[config.mk]
export PLATFORM = sky130hd
export DESIGN_NAME = dcc_track_bit_encoder
export DESIGN_NICKNAME = d
export VERILOG_FILES = /design/src/sv/dcctbe_pkg.sv /design/src/sv/dcctbe_byte_store.sv /design/src/sv/dcctbe_sequencer.sv /design/src/sv/dcc_track_bit_encoder.sv
export SDC_FILE = /design/constraint.sdc
export NUM_CORES = 1
export LEC_CHECK = 0
export ABC_AREA = 0
export BUFFER_PORTS_ARGS = -buffer_cell sky130_fd_sc_hd__buf_2
export CORE_MARGIN = 3
export CORE_UTILIZATION = 45
export CTS_CLUSTER_DIAMETER = 60
export CTS_CLUSTER_SIZE = 20
export DETAILED_ROUTE_END_ITERATION = 12
export REMOVE_ABC_BUFFERS = 1
export SLEW_MARGIN = 20
export SYNTH_ARGS = -nofsm -noshare
export SYNTH_HDL_FRONTEND = slang
export SYNTH_SLANG_ARGS = --single-unit
[constraint.sdc]
create_clock -name clock -period 2.7 [get_ports clock]
set_input_delay 0.54 -clock clock [delete_from_list [all_inputs] [get_ports clock]]
set_output_delay 0.54 -clock clock [all_outputs]
set_load 0.02 [all_outputs]
[src/sv/dcctbe_pkg.sv]
`timescale 1ns / 1ps
`default_nettype none
// ----------------------------------------------------------------------------
// dcctbe_pkg
// Shared types and constants of the dcc track bit encoder.
// ----------------------------------------------------------------------------
package dcctbe_pkg;

   // item kinds
   typedef enum logic [2:0] {
      MODE_TICK    = 3'd0,
      MODE_WRITE   = 3'd1,
      MODE_PUBLISH = 3'd2,
      MODE_START   = 3'd3,
      MODE_STOP    = 3'd4
   } mode_type;

   // bit phase of the track stream
   typedef enum logic [2:0] {
      PH_IDLE     = 3'd0,
      PH_PREAMBLE = 3'd1,
      PH_START    = 3'd2,
      PH_DATA     = 3'd3,
      PH_END      = 3'd4
   } phase_type;

   // result item
   typedef struct packed {
      logic toggle;
      logic packet_done;
      logic cutout_begin;
      logic idle;
      logic loaded;
   } status_type;

   localparam logic [2:0] MSB_BIT_POS     = 3'd7;
   localparam logic [1:0] ONE_HALF_TICKS  = 2'd1;
   localparam logic [1:0] ZERO_HALF_TICKS = 2'd2;

endpackage : dcctbe_pkg
`default_nettype wire

[src/sv/dcctbe_byte_store.sv]
`timescale 1ns / 1ps
`default_nettype none
// ----------------------------------------------------------------------------
// dcctbe_byte_store
// Packet byte registers with one write port and a single-bit read port.
// ----------------------------------------------------------------------------
module dcctbe_byte_store #(
   parameter int MAX_BYTES = 8
) (
   input  wire logic                               clock,
   input  wire logic                               wr_en,
   input  wire logic [2:0]                         wr_slot,
   input  wire logic [7:0]                         wr_data,
   input  wire logic [$clog2(MAX_BYTES + 1)-1:0]   rd_pos,
   input  wire logic [2:0]                         rd_bit,
   output logic                                    rd_data
);

   localparam int BP_W  = $clog2(MAX_BYTES + 1);
   localparam int IDX_W = (MAX_BYTES > 1) ? $clog2(MAX_BYTES) : 1;

   logic [7:0] bytes_ff [MAX_BYTES];
   logic [7:0] slot_ext;
   logic [7:0] pos_ext;
   logic       slot_ok;

   assign slot_ext = {5'd0, wr_slot};
   assign pos_ext  = 8'(rd_pos);
   assign slot_ok  = ({2'd0, wr_slot} < 5'(MAX_BYTES));

   always_ff @(posedge clock) begin
      if (wr_en && slot_ok) begin
         bytes_ff[slot_ext[IDX_W-1:0]] <= wr_data;
      end
   end

   // positions past the end read as zero
   always_comb begin
      rd_data = 1'b0;
      if (rd_pos < BP_W'(MAX_BYTES)) begin
         rd_data = bytes_ff[pos_ext[IDX_W-1:0]][rd_bit];
      end
   end

endmodule : dcctbe_byte_store
`default_nettype wire

[src/sv/dcctbe_sequencer.sv]
`timescale 1ns / 1ps
`default_nettype none
// ----------------------------------------------------------------------------
// dcctbe_sequencer
// Bit timing and packet phase state; computes the result of each item.
// ----------------------------------------------------------------------------
module dcctbe_sequencer
   import dcctbe_pkg::*;
#(
   parameter int MAX_BYTES = 8
) (
   input  wire logic                               clock,
   input  wire logic                               reset,
   input  wire logic                               item_fire,
   input  wire logic [2:0]                         item_mode,
   input  wire logic [7:0]                         item_total,
   input  wire logic [7:0]                         item_preamble,
   input  wire logic                               cutout_enable,
   input  wire logic                               data_bit,
   output logic      [$clog2(MAX_BYTES + 1)-1:0]   rd_pos,
   output logic      [2:0]                         rd_bit,
   output status_type                              status
);

   localparam int BP_W = $clog2(MAX_BYTES + 1);

   logic             running_ff,  running_in;
   phase_type        phase_ff,    phase_in;
   logic             half_ff,     half_in;
   logic [1:0]       tick_ff,     tick_in;
   logic             one_ff,      one_in;
   logic             toggle_ff,   toggle_in;
   logic             cut_pend_ff, cut_pend_in;
   logic             ready_ff,    ready_in;
   logic [7:0]       pre_left_ff, pre_left_in;
   logic [BP_W-1:0]  byte_pos_ff, byte_pos_in;
   logic [2:0]       bit_pos_ff,  bit_pos_in;
   logic [BP_W-1:0]  pkt_len_ff,  pkt_len_in;
   logic [7:0]       pre_set_ff,  pre_set_in;

   logic             run_tick;
   logic [1:0]       tick_inc;
   logic             half_done;
   logic [BP_W-1:0]  byte_pos_inc;
   logic [7:0]       pre_left_dec;

   assign run_tick     = item_fire && (mode_type'(item_mode) == MODE_TICK) && running_ff;
   assign tick_inc     = tick_ff + 2'd1;
   assign half_done    = one_ff ? (tick_inc >= ONE_HALF_TICKS)
                              : (tick_inc >= ZERO_HALF_TICKS);
   assign byte_pos_inc = byte_pos_ff + BP_W'(1);
   assign pre_left_dec = pre_left_ff - 8'd1;

   // next data bit: msb of the byte after a start bit, else the following bit
   assign rd_pos = byte_pos_ff;
   assign rd_bit = (phase_ff == PH_START) ? MSB_BIT_POS : (bit_pos_ff - 3'd1);

   // next state
   always_comb begin
      running_in  = running_ff;
      phase_in    = phase_ff;
      half_in     = half_ff;
      tick_in     = tick_ff;
      one_in      = one_ff;
      toggle_in   = toggle_ff;
      cut_pend_in = cut_pend_ff;
      ready_in    = ready_ff;
      pre_left_in = pre_left_ff;
      byte_pos_in = byte_pos_ff;
      bit_pos_in  = bit_pos_ff;
      pkt_len_in  = pkt_len_ff;
      pre_set_in  = pre_set_ff;
      if (item_fire) begin
         unique case (mode_type'(item_mode))
            MODE_TICK: begin
               if (!running_ff) begin
                  toggle_in = 1'b0;
               end else begin
                  cut_pend_in = 1'b0;
                  tick_in     = tick_inc;
                  toggle_in   = 1'b0;
                  if (half_done) begin
                     tick_in   = 2'd0;
                     toggle_in = 1'b1;
                     if (!half_ff) begin
                        half_in = 1'b1;
                     end else begin
                        half_in = 1'b0;
                        unique case (phase_ff)
                           PH_IDLE: begin
                              if (ready_ff) begin
                                 pre_left_in = pre_set_ff;
                                 phase_in    = PH_PREAMBLE;
                              end
                              one_in = 1'b1;
                           end
                           PH_PREAMBLE: begin
                              pre_left_in = pre_left_dec;
                              if (pre_left_dec == 8'd0) begin
                                 phase_in    = PH_START;
                                 byte_pos_in = '0;
                                 one_in      = 1'b0;
                              end else begin
                                 one_in = 1'b1;
                              end
                           end
                           PH_START: begin
                              phase_in   = PH_DATA;
                              bit_pos_in = MSB_BIT_POS;
                              one_in     = data_bit;
                           end
                           PH_DATA: begin
                              if (bit_pos_ff == 3'd0) begin
                                 byte_pos_in = byte_pos_inc;
                                 if (byte_pos_inc >= pkt_len_ff) begin
                                    phase_in = PH_END;
                                    one_in   = 1'b1;
                                 end else begin
                                    phase_in = PH_START;
                                    one_in   = 1'b0;
                                 end
                              end else begin
                                 bit_pos_in = bit_pos_ff - 3'd1;
                                 one_in     = data_bit;
                              end
                           end
                           PH_END: begin
                              cut_pend_in = cutout_enable;
                              ready_in    = 1'b0;
                              phase_in    = PH_IDLE;
                              one_in      = 1'b1;
                           end
                           default: begin
                              phase_in = PH_IDLE;
                              one_in   = 1'b1;
                           end
                        endcase
                     end
                  end
               end
            end
            MODE_WRITE: begin
               // bytes land in the byte store
            end
            MODE_PUBLISH: begin
               pkt_len_in = (item_total > 8'(MAX_BYTES)) ? BP_W'(MAX_BYTES)
                                                          : item_total[BP_W-1:0];
               pre_set_in = item_preamble;
               ready_in   = 1'b1;
            end
            MODE_START: begin
               running_in  = 1'b1;
               phase_in    = PH_IDLE;
               half_in     = 1'b0;
               toggle_in   = 1'b1;
               cut_pend_in = 1'b0;
            end
            MODE_STOP: begin
               running_in  = 1'b0;
               phase_in    = PH_IDLE;
               cut_pend_in = 1'b0;
            end
            default: begin
            end
         endcase
      end
   end

   // result of the item
   always_comb begin
      status.toggle       = toggle_in;
      status.packet_done  = run_tick && half_done && half_ff && (phase_ff == PH_END);
      status.cutout_begin = run_tick && cut_pend_ff && cutout_enable;
      status.idle         = (phase_in == PH_IDLE);
      status.loaded       = ready_in;
   end

   always_ff @(posedge clock) begin
      if (reset) begin
         running_ff  <= 1'b0;
         phase_ff    <= PH_IDLE;
         half_ff     <= 1'b0;
         tick_ff     <= 2'd0;
         one_ff      <= 1'b1;
         toggle_ff   <= 1'b0;
         cut_pend_ff <= 1'b0;
         ready_ff    <= 1'b0;
         pre_left_ff <= 8'd0;
         byte_pos_ff <= '0;
         bit_pos_ff  <= 3'd0;
         pkt_len_ff  <= '0;
         pre_set_ff  <= 8'd0;
      end else begin
         running_ff  <= running_in;
         phase_ff    <= phase_in;
         half_ff     <= half_in;
         tick_ff     <= tick_in;
         one_ff      <= one_in;
         toggle_ff   <= toggle_in;
         cut_pend_ff <= cut_pend_in;
         ready_ff    <= ready_in;
         pre_left_ff <= pre_left_in;
         byte_pos_ff <= byte_pos_in;
         bit_pos_ff  <= bit_pos_in;
         pkt_len_ff  <= pkt_len_in;
         pre_set_ff  <= pre_set_in;
      end
   end

endmodule : dcctbe_sequencer
`default_nettype wire

[src/sv/dcc_track_bit_encoder.sv]
`timescale 1ns / 1ps
`default_nettype none
// ----------------------------------------------------------------------------
// dcc_track_bit_encoder
// DCC track bit stream encoder, one timer tick or register access per item.
// ----------------------------------------------------------------------------
// Every accepted item produces exactly one result item. Tick items advance
// the bit timing (a one-bit half lasts one tick, a zero-bit half two); other
// items write a packet byte, publish the packet header, start or stop the
// stream. The block takes one item per clock while no stalled result holds
// it back: the item is applied to the state at the edge it is accepted and
// its result enters the output register at that same edge. req_ready stays
// high while that register is empty or drains, so a stalled result holds
// back input only while it waits. csr_wr_en loads cutout_enable with no wait.
// ----------------------------------------------------------------------------
module dcc_track_bit_encoder
   import dcctbe_pkg::*;
#(
   parameter int MAX_BYTES = 8
) (
   input  wire logic        clock,
   input  wire logic        reset,
   // configuration
   input  wire logic        csr_wr_en,
   input  wire logic        csr_wr_data,
   // input items
   input  wire logic        req_valid,
   output logic             req_ready,
   input  wire logic [2:0]  req_mode,
   input  wire logic [2:0]  req_byte_slot,
   input  wire logic [7:0]  req_byte_value,
   input  wire logic [7:0]  req_byte_total,
   input  wire logic [7:0]  req_preamble_length,
   // result items
   output logic             rsp_valid,
   input  wire logic        rsp_ready,
   output logic             rsp_toggle,
   output logic             rsp_packet_done,
   output logic             rsp_cutout_begin,
   output logic             rsp_idle,
   output logic             rsp_loaded
);

   localparam int BP_W = $clog2(MAX_BYTES + 1);

   logic             cut_en_ff;
   logic             rsp_valid_ff, rsp_valid_in;
   status_type       rsp_status_ff;
   status_type       item_status;
   logic             item_fire;
   logic             byte_wr;
   logic             data_bit;
   logic [BP_W-1:0]  rd_pos;
   logic [2:0]       rd_bit;

   // accept while the output register is empty or drains this cycle
   assign req_ready    = !rsp_valid_ff || rsp_ready;
   assign item_fire    = req_valid && req_ready;
   assign rsp_valid_in = item_fire || (rsp_valid_ff && !rsp_ready);
   assign byte_wr      = item_fire && (mode_type'(req_mode) == MODE_WRITE);

   // packet bytes, read one bit at a time by the sequencer
   dcctbe_byte_store #(
      .MAX_BYTES (MAX_BYTES)
   ) u_store (
      .clock   (clock),
      .wr_en   (byte_wr),
      .wr_slot (req_byte_slot),
      .wr_data (req_byte_value),
      .rd_pos  (rd_pos),
      .rd_bit  (rd_bit),
      .rd_data (data_bit)
   );

   // bit timing and packet phase
   dcctbe_sequencer #(
      .MAX_BYTES (MAX_BYTES)
   ) u_seq (
      .clock         (clock),
      .reset         (reset),
      .item_fire     (item_fire),
      .item_mode     (req_mode),
      .item_total    (req_byte_total),
      .item_preamble (req_preamble_length),
      .cutout_enable (cut_en_ff),
      .data_bit      (data_bit),
      .rd_pos        (rd_pos),
      .rd_bit        (rd_bit),
      .status        (item_status)
   );

   // configuration register
   always_ff @(posedge clock) begin
      if (reset) begin
         cut_en_ff <= 1'b0;
      end else if (csr_wr_en) begin
         cut_en_ff <= csr_wr_data;
      end
   end

   // output register
   always_ff @(posedge clock) begin
      if (reset) begin
         rsp_valid_ff <= 1'b0;
      end else begin
         rsp_valid_ff <= rsp_valid_in;
      end
   end

   always_ff @(posedge clock) begin
      if (item_fire) begin
         rsp_status_ff <= item_status;
      end
   end

   assign rsp_valid        = rsp_valid_ff;
   assign rsp_toggle       = rsp_status_ff.toggle;
   assign rsp_packet_done  = rsp_status_ff.packet_done;
   assign rsp_cutout_begin = rsp_status_ff.cutout_begin;
   assign rsp_idle         = rsp_status_ff.idle;
   assign rsp_loaded       = rsp_status_ff.loaded;

   // a finished packet is released and the stream is back at idle
   a_done_releases: assert property (@(posedge clock) disable iff (reset)
      rsp_valid_ff && rsp_status_ff.packet_done |-> rsp_status_ff.idle
                                                 && !rsp_status_ff.loaded)
      else $error("packet_done without release to idle");

   // the cutout strobe never shares a tick with the end of a packet
   a_done_cut_apart: assert property (@(posedge clock) disable iff (reset)
      rsp_valid_ff |-> !(rsp_status_ff.packet_done && rsp_status_ff.cutout_begin))
      else $error("packet_done and cutout_begin in one item");

   // start answers with a pending toggle at idle
   a_start_result: assert property (@(posedge clock) disable iff (reset)
      item_fire && (mode_type'(req_mode) == MODE_START)
      |=> rsp_valid_ff && rsp_status_ff.toggle && rsp_status_ff.idle)
      else $error("start item result wrong");

   // stop answers idle with no strobes
   a_stop_result: assert property (@(posedge clock) disable iff (reset)
      item_fire && (mode_type'(req_mode) == MODE_STOP)
      |=> rsp_valid_ff && rsp_status_ff.idle && !rsp_status_ff.packet_done
          && !rsp_status_ff.cutout_begin)
      else $error("stop item result wrong");

endmodule : dcc_track_bit_encoder
`default_nettype wire
# Word-level counts from Yosys, hierarchy flattened
# Memory sizes are Yosys's and may differ from the RTL's. A register that Yosys moved wholly into a read port is not among the register bits.
# Index checks and enable logic that the tools add are counted.
# classes
magnitude_cmp	6
addsub	4
n_reduce_logical	35
eq_ne	14
n_mux	52
# op_table
op	n
$mux W3	12
$mux W1	23
$pmux W8 S2	1
$reduce_and A7 Y1	2
$eq A3 B2 Y1 const B	4
$logic_not A3 Y1	4
$mux W4	3
$pmux W3 S2	2
$pmux W3 S4	1
$reduce_bool A2 Y1	6
$logic_and A1 B1 Y1	10
$ne A2 B1 Y1 const B	5
$pmux W1 S2	5
$gt A8 B4 Y1 const B	1
$logic_not A8 Y1	1
$mux W8	1
$pmux W4 S2	1
$reduce_and A8 Y1	1
$sub A8 B1 Y8 const B	1
$eq A3 B1 Y1 const B	2
$eq A3 B3 Y1 const B	2
$reduce_and A3 Y1	2
$reduce_and A5 Y1	1
$add A4 B1 Y4 const B	1
other kinds (16)	19
# totals
wordCells	132
mem_count	1
out_inout_bits	7
ram_bits	64
ff_bits	45
in_bits	36
# mem_list
memory	depth	word_bits	read_ports	rd_ports_with_merged_regs	wr	line_no	source
u_store.bytes_ff	8	8	1	1	1	dcctbe_byte_store.sv:22	logic [7:0] bytes_ff [MAX_BYTES];

# Logic depth before layout (Yosys ltp)
# Gate-level depths: netlist of run 1.
# depth
word_depth	11
ltp_mapped	9
depth_no_buf	8

# Cells and area by module
# A second synthesis of run 1 with hierarchy kept.
# hier_totals
cells_unflattened	413
area_unflattened_um2	4998.5
# by_module_without_submodules
module	n_inst	seq_area_each_um2	area_per_inst_um2	cells_each
dcctbe_byte_store	1	1921.8	2529.9	116
dcctbe_sequencer	1	760.7	2219.6	282
dcc_track_bit_encoder	1	190.2	249.0	15

# Worst setup path after synthesis of run 1
# No wires, ideal clock.
# synth_timing
path_kind	input port to flip-flop
start	input rsp_ready
end	memory u_store.bytes_ff[0][0], enable pin
setup_time_ns	0.383
n_path_buf	1
t_arrival_ns	2.282
path_slack_ns	0.035
required_ns	2.317
path_stages	7
path_cell_list	nor2b_1 > inv_1 > and2_1 > buf_2 > nand2b_1 > or4_1 > nor3_1
# synth_via
elab_chain_len	5
# synth_lines
element	line_no	source
start: declaration	dcc_track_bit_encoder.sv:36	input wire logic rsp_ready,
$logic_or A1 B1 Y1	dcc_track_bit_encoder.sv:57	assign req_ready = !rsp_valid_ff || rsp_ready;
via req_ready	dcc_track_bit_encoder.sv:28	output logic req_ready,
$logic_and A1 B1 Y1	dcc_track_bit_encoder.sv:58	assign item_fire = req_valid && req_ready;
via item_fire	dcc_track_bit_encoder.sv:50	logic item_fire;
$logic_and A1 B1 Y1	dcc_track_bit_encoder.sv:60	assign byte_wr = item_fire && (mode_type'(req_mode) == MODE_WRITE);
$mux W1	dcctbe_byte_store.sv:32	if (wr_en && slot_ok) begin
$mux W1 (not written as such)	dcctbe_byte_store.sv:33	bytes_ff[slot_ext[IDX_W-1:0]] <= wr_data;
end: declaration	dcctbe_byte_store.sv:22	
# The timed path passes the listed nets, and every way through them passes these cells.

==> key figures, run 1 <==
Clocking
  – Bufs on Longest Clock Path: 2
  – CTS Buf Count: 9
  – Postcts setup bufs: 0
  – CTS HTree Levels: 3
  – Root Buffer: clkbuf_16
  – CTS sink cnt: 112
  – CTS clk-pin slew, worst paths: about 0.07 ns
  – CTS resizes: 0
  – Clk Latency, worst-skew pair: around 0.35 ns
  – CTS Hold Bufs: 0
  – CTS tree: done

Drt
  – Vias: 3442
  – DR vias/cell: 5.49
  – Drt initial violations: 160
  – Antenna Nets Post-Route: 0
  – WL final: 10.6 mm
  – TritonRoute pass-1 iters: 4
  – DR DRC count: 0
  – Drt wl/cell: 16.9 um

Layout
  – Area growth, synth to finish: 13.5%
  – Nets: roughly 530
  – Most frequent cells in the layout: edfxtp_1, nor2_1, dfxtp_1
  – Antenna diodes: 0
  – Share of layout cells above drive strength 1: roughly a fifth
  – Reg area: slightly below 3000 um2
  – Non-Filler Instances: 627
  – Final core occ: 52.9%
  – Area occupied by multi-input gates: 2030 um2
  – Commonest non-fill, non-tap cell in the layout: edfxtp_1
  – Fill count: 975

Yosys
  – Yosys reg bits: 112
  – Synth unique cells: 60
  – Cell count after synthesis: 435
  – Synth Flop Type: edfxtp_1
  – Average size of a mapped cell: between 10 and 15 um2
  – Mapped cell area: roughly 5100 um2
  – Synth warn: 0
  – Register area share after synthesis: 57.6%
  – EDFF count, synth: 69
  – Synth async-reset ratio: 0%

Worst setup path
  – Category of the critical setup timing path: reg -> reg
  – Worst Path Required: 2.80 ns
  – Arr. time, crit path: between 2 and 3 ns
  – Startpoint types: flop
  – Setup crit end kind: flop
  – Crit Path Max Fanout: 6

Power
  – Int Power: 2.53 mW
  – Leakage: around 1.9 nW
  – Seq pwr share: between 50% and 60%
  – Max VDD drop: 0.332 mV
  – Power, Total: 3.21 mW
  – Psw: 688 uW
  – Combinational group share of total power: 3.7%
  – Clock power frac: between 30% and 40%
  – PwrDens: roughly 560 nW/um2
  – Sw Share: 21.4%

Flow run
  – Max cap viols: 0

STA
  – Period Utilization, post-route: 89.0%
  – Rel. slew slack: 41.4%
  – Hold Vio Cnt, Final: 0
  – Endpoints failing setup: 0
  – Setup Skew: about 0.0056 ns
  – Hold Slack: roughly 0.42 ns
  – Final worst slack: 0.296 ns
  – Min Tclk post-route: roughly 2.4 ns
  – Pins Over Slew Limit: 0
  – FMAX: 416 MHz
  – Least-Margin Pin Slew: 0.876 ns
  – RSZ-0062 raised after global routing: no

GRT
  – GRT Total Usage: 17.6%
  – Vias in the first global route: 3478
  – First-pass GRT wire length: 17.5 mm
  – Largest net degree at the start of global routing: 28
  – GR peak layer: met2
  – GRT overflow: 0
  – GRT met1 Usage: 22.3%
  – Grt met3 use: under 10%
  – Met2 Track Usage GR: 29.6%
  – Initial antenna violation count: 0

Die
  – Num rows: 38
  – Core Area: ~11000 um2
  – I/O pin count: 43
  – Die area: 12600 um2
  – Die Wd: 112 um
  – Starting density of the core: a little under half
  – Die Y: 112 um

Placement
  – Final HPWL DP: around 7.5 mm
  – Dpl cells: 611
  – # port buffers: 42
  – Worst Setup Slack post-DPL: 0.212 ns
  – Global placement routability congestion: 0.799

Outcome
  – Run status: complete, no violations

Hold path
  – Hold Crit Class: in -> reg
power by group through the flow:
stage	Clock, mW	Combinational, mW	Sequential, mW
5_1_grt	1.38	0.133	1.83
3_3_place_gp	0	0.116	1.87
4_1_cts	1.30	0.120	1.83
6_report	1.26	0.118	1.83
3_5_place_dp	0	0.120	1.87
2_1_floorplan	0	0.0403	1.88
stage by stage:
stage               instance area, um2  setup TNS, ns
floorplan                         5000        -0.0521
CTS                               5780              0
detailed placement                5500              0
global route                      5780              0
global placement                  5500              0
finish                            5780              0
worst max-delay path, stage by stage, from the launching register on:
cell and delay, ns:
dfxtp_1 0.38, inv_1 0.08, ha_1 0.25, or4b_1 0.55, xor2_1 0.20, a31oi_4 0.22
nand2b_1 0.15, a31oi_1 0.11, and4b_1 0.22
final timing paths:
check / from / endpoint / slack [ns] / depth (start not counted)
max: u_seq.pre_left_ff[0]$_SDFFE_PP0P_ / rsp_idle$_DFFE_PP_ / 0.30 / 8
min: req_valid / rsp_valid$_SDFF_PP0_ / 0.42 / 3
max reg2reg: u_seq.pre_left_ff[0]$_SDFFE_PP0P_ / rsp_idle$_DFFE_PP_ / 0.30 / 8
min reg2reg: u_seq.pre_set_ff[5]$_SDFFE_PP0P_ / u_seq.pre_set_ff[5]$_SDFFE_PP0P_ / 0.46 / 2
flip-flops by register name, summed over array words and instances (netlist names), named ones only:
signal and cells:
u_store.bytes_ff 64, u_seq.pre_left_ff 8, u_seq.pre_set_ff 8, u_seq.pkt_len_ff 4
u_seq.rd_pos 4, u_seq.bit_pos_ff 3, u_seq.phase_ff 3, u_seq.tick_ff 2
cut_en_ff 1, rsp_cutout_begin 1, rsp_idle 1, rsp_loaded 1
rsp_packet_done 1, rsp_toggle 1, rsp_valid 1, u_seq.cut_pend_ff 1
u_seq.half_ff 1, u_seq.one_ff 1, u_seq.ready_ff 1, u_seq.running_ff 1
u_seq.toggle_ff 1
kinds of logic after synthesis:
group,share of synthesized area [%]
fa+ha+maj,2.46
compound gates,11.1
buf+inv,2.63
mux,9.09
simple gates,16.1
xor+xnor,1.01
flops,57.6
layout make-up:
cell class / count / area share (%)
flip-flops and latches: 112 / 50.7
clock inverters: 5 / 0.628
well taps: 140 / 3.03
inverters: 12 / 0.779
clock buffers: 11 / 4.20
repair buffers: 57 / 5.58
multi-input cells: 290 / 35.0
metal layers:
layer  up-vias  share of wire (%)
met5         -                  0
met1      1661                 45
met3        15                3.6
met4         0                1.5
met2        61                 50
li1       1705                  -
synthesized netlist by cell type, types with 3 or more instances:
cell type | n | area [um2]
inv_1 | 12 | 45.0
edfxtp_1 | 69 | 2070
a31oi_1 | 7 | 43.8
mux2i_1 | 8 | 80.1
a22oi_1 | 4 | 30.0
o21a_1 | 3 | 22.5
o21ai_1 | 3 | 15.0
nor3_1 | 15 | 75.1
or4_1 | 3 | 22.5
a21o_1 | 4 | 30.0
and3_1 | 3 | 18.8
and2_1 | 4 | 25.0
nor3b_1 | 3 | 22.5
nand3_1 | 13 | 65.1
clkbuf_1 | 14 | 52.6
nand4_1 | 3 | 18.8
o21ai_0 | 11 | 55.1
nor2b_1 | 5 | 31.3
nand2b_1 | 10 | 62.6
a211oi_1 | 4 | 30.0
mux4_2 | 16 | 360
buf_2 | 5 | 25.0
dfxtp_1 | 43 | 861
nor2_1 | 47 | 176
a21oi_1 | 35 | 175
ha_1 | 10 | 125
nand2_1 | 40 | 150
(Power assumes the default switching activity.)
==> run 2, diff against run 1 <==
RECOVER_POWER = 25   (was unset)
clock period = 2.85 ns   (was 2.7 ns; I/O delays follow)
==> run 2 against run 1 <==
Sequential share of layout area up 0.28 points; combinational power fell by 8%; worst setup slack improved by 0.17 ns; flip-flop and latch count unchanged; die area unchanged; wire length fell by 3.5%; clock skew is essentially flat; first-iteration DRC count decreased by 1.3%; count of clock-buffer cells in the layout decreased by 1; hold slack better by 0.029 ns; largest power group unchanged.
==> key figures, run 2 (synthesis results as in run 1) <==
Outcome
  – Run status: complete, no violations

Drt
  – WL final: 10.2 mm
  – TritonRoute pass-1 iters: 4
  – Antenna Nets Post-Route: 0
  – Vias: ~3500
  – DR DRC count: 0
  – Drt initial violations: 158
  – Drt wl/cell: 16.3 um
  – DR vias/cell: roughly 5.6

Worst setup path
  – Reg2reg start: u_seq.pre_left_ff[0]$_SDFFE_PP0P_
  – Arr. time, crit path: between 2 and 2.5 ns
  – Startpoint types: flop
  – Worst Path Required: 2.94 ns
  – CP max-delay cell: or4b_1
  – Worst r2r dst: rsp_idle$_DFFE_PP_
  – Setup crit end kind: flop
  – Crit-path cells: inv_1 -> ha_1 -> or4b_1 -> xor2_1 -> a31oi_4 -> nand2b_1 -> a31oi_1 -> and4b_1
  – Crit Path Max Fanout: 6
  – Worst R2R Setup Slack: 0.47 ns
  – Largest stage delay, worst path: 0.55 ns
  – Category of the critical setup timing path: reg -> reg
  – Cells on worst reg2reg path: 8

Die
  – Starting density of the core: between 40 and 50%
  – Core Area: 10900 um2
  – Num rows: 38
  – Die Wd: 112 um
  – Die area: 12600 um2
  – Die Y: 112 um
  – I/O pin count: 43

Hold path
  – Hold endpoint: rsp_valid$_SDFF_PP0_
  – Hold Crit Class: in -> reg
  – WHS Path Cells: 3
  – Hold Path Origin: req_valid

Clocking
  – CTS HTree Levels: 3
  – CTS Buf Count: 9
  – CTS tree: done
  – Bufs on Longest Clock Path: 2
  – CTS sink cnt: 112
  – Root Buffer: clkbuf_16
  – CTS Hold Bufs: 0
  – Clk Latency, worst-skew pair: about 0.35 ns
  – CTS resizes: 0
  – Postcts setup bufs: 0
  – CTS clk-pin slew, worst paths: around 0.070 ns

STA
  – Setup Skew: 0.00590 ns
  – Setup tns final: 0 ns
  – Least-Margin Pin Slew: 0.848 ns
  – Endpoints failing setup: 0
  – FMAX: 419 MHz
  – RSZ-0062 raised after global routing: no
  – Pins Over Slew Limit: 0
  – Final worst slack: 0.466 ns
  – Period Utilization, post-route: 83.6%
  – Hold Vio Cnt, Final: 0
  – Rel. slew slack: 43.5%
  – Min Tclk post-route: about 2.4 ns

Placement
  – Global placement routability congestion: 0.821
  – Worst Setup Slack post-DPL: slightly below 0.4 ns
  – Final HPWL DP: ~7.2 mm
  – Post-DP Area: around 5500 um2
  – # port buffers: 42

Layout
  – Final core occ: 52.6%
  – Area growth, synth to finish: 12.9%
  – Commonest non-fill, non-tap cell in the layout: edfxtp_1
  – Antenna diodes: 0
  – Nets: approximately 530
  – Share of layout cells above drive strength 1: a little under a fifth
  – Design area: 5750 um2
  – Largest register FFs: 64
  – Most frequent cells in the layout: edfxtp_1, nor2_1, dfxtp_1

GRT
  – Initial antenna violation count: 0
  – Vias in the first global route: 3376
  – GRT overflow: 0
  – GRT Total Usage: 16.8%
  – Largest net degree at the start of global routing: 45
  – First-pass GRT wire length: 16.9 mm

Flow run
  – Max cap viols: 0

Power
  – Leakage: 1.91 nW
  – PwrDens: ~520 nW/um2
  – Max VDD drop: 0.402 mV
[run 2: worst max path at each step]
stage | startpoint | endpoint | slack (ns) | depth (start not counted)
5_1_grt | u_seq.pre_left_ff[0]$_SDFFE_PP0P_ | rsp_idle$_DFFE_PP_ | 0.35 | 8
4_1_cts | u_seq.pre_left_ff[0]$_SDFFE_PP0P_ | rsp_idle$_DFFE_PP_ | 0.46 | 8
3_3_place_gp | rsp_ready | u_store.bytes_ff[2][6]$_DFFE_PP_ | 0.42 | 8
6_report | u_seq.pre_left_ff[0]$_SDFFE_PP0P_ | rsp_idle$_DFFE_PP_ | 0.47 | 8
2_1_floorplan | rsp_ready | u_store.bytes_ff[0][0]$_DFFE_PP_ | 0.11 | 6
3_5_place_dp | rsp_ready | u_store.bytes_ff[7][6]$_DFFE_PP_ | 0.39 | 8
[run 2: report_power, final]
group	switching, mW	internal (mW)
Clock	0.566	0.596
Sequential	0.00560	1.73
Combinational	0.0705	0.0388
Total	0.642	2.36
[run 2: layer usage]
| metal | global-route usage (%) | part of all wire [%] | vias to the layer above |
|---|---|---|---|
| met5 | 0 | 0 | - |
| met4 | 5.13 | 1.5 | 0 |
| met3 | 3.67 | 4.0 | 11 |
| met2 | 28.4 | 49 | 70 |
| met1 | 21.9 | 45 | 1695 |
| li1 | - | - | 1708 |
[run 2: worst max-delay path: cells and delay by family, from the launching register on]
kind,cells,cell delay (ns)
DFF,1,0.36
xor gates and xnor gates,1,0.21
AOI/OAI and AO/OA,2,0.33
and+or+nand+nor,3,0.93
adders and majority gates,1,0.24
buffers and inverters,1,0.07
[run 2: through the flow]
stage / cells / total power [mW] / hold WS (ns)
after CTS: 625 / 3.04 / 0.444
after global routing: 625 / 3.12 / 0.456
after floorplan: 414 / 1.82 / 0.430
after detailed placement: 609 / 1.88 / 0.455
after global placement: 609 / 1.88 / 0.449
final: 625 / 3.01 / 0.452
[run 2: area by class of cell]
class,count,area (um2)
Tap cell,140,175
Fill cell,980,5190
Timing Repair Buffer,55,300
Clock buffer,10,229
Inverter,12,45.0
Clock inverter,6,41.3
Multi-Input combinational cell,290,2030
Sequential cell,112,2930
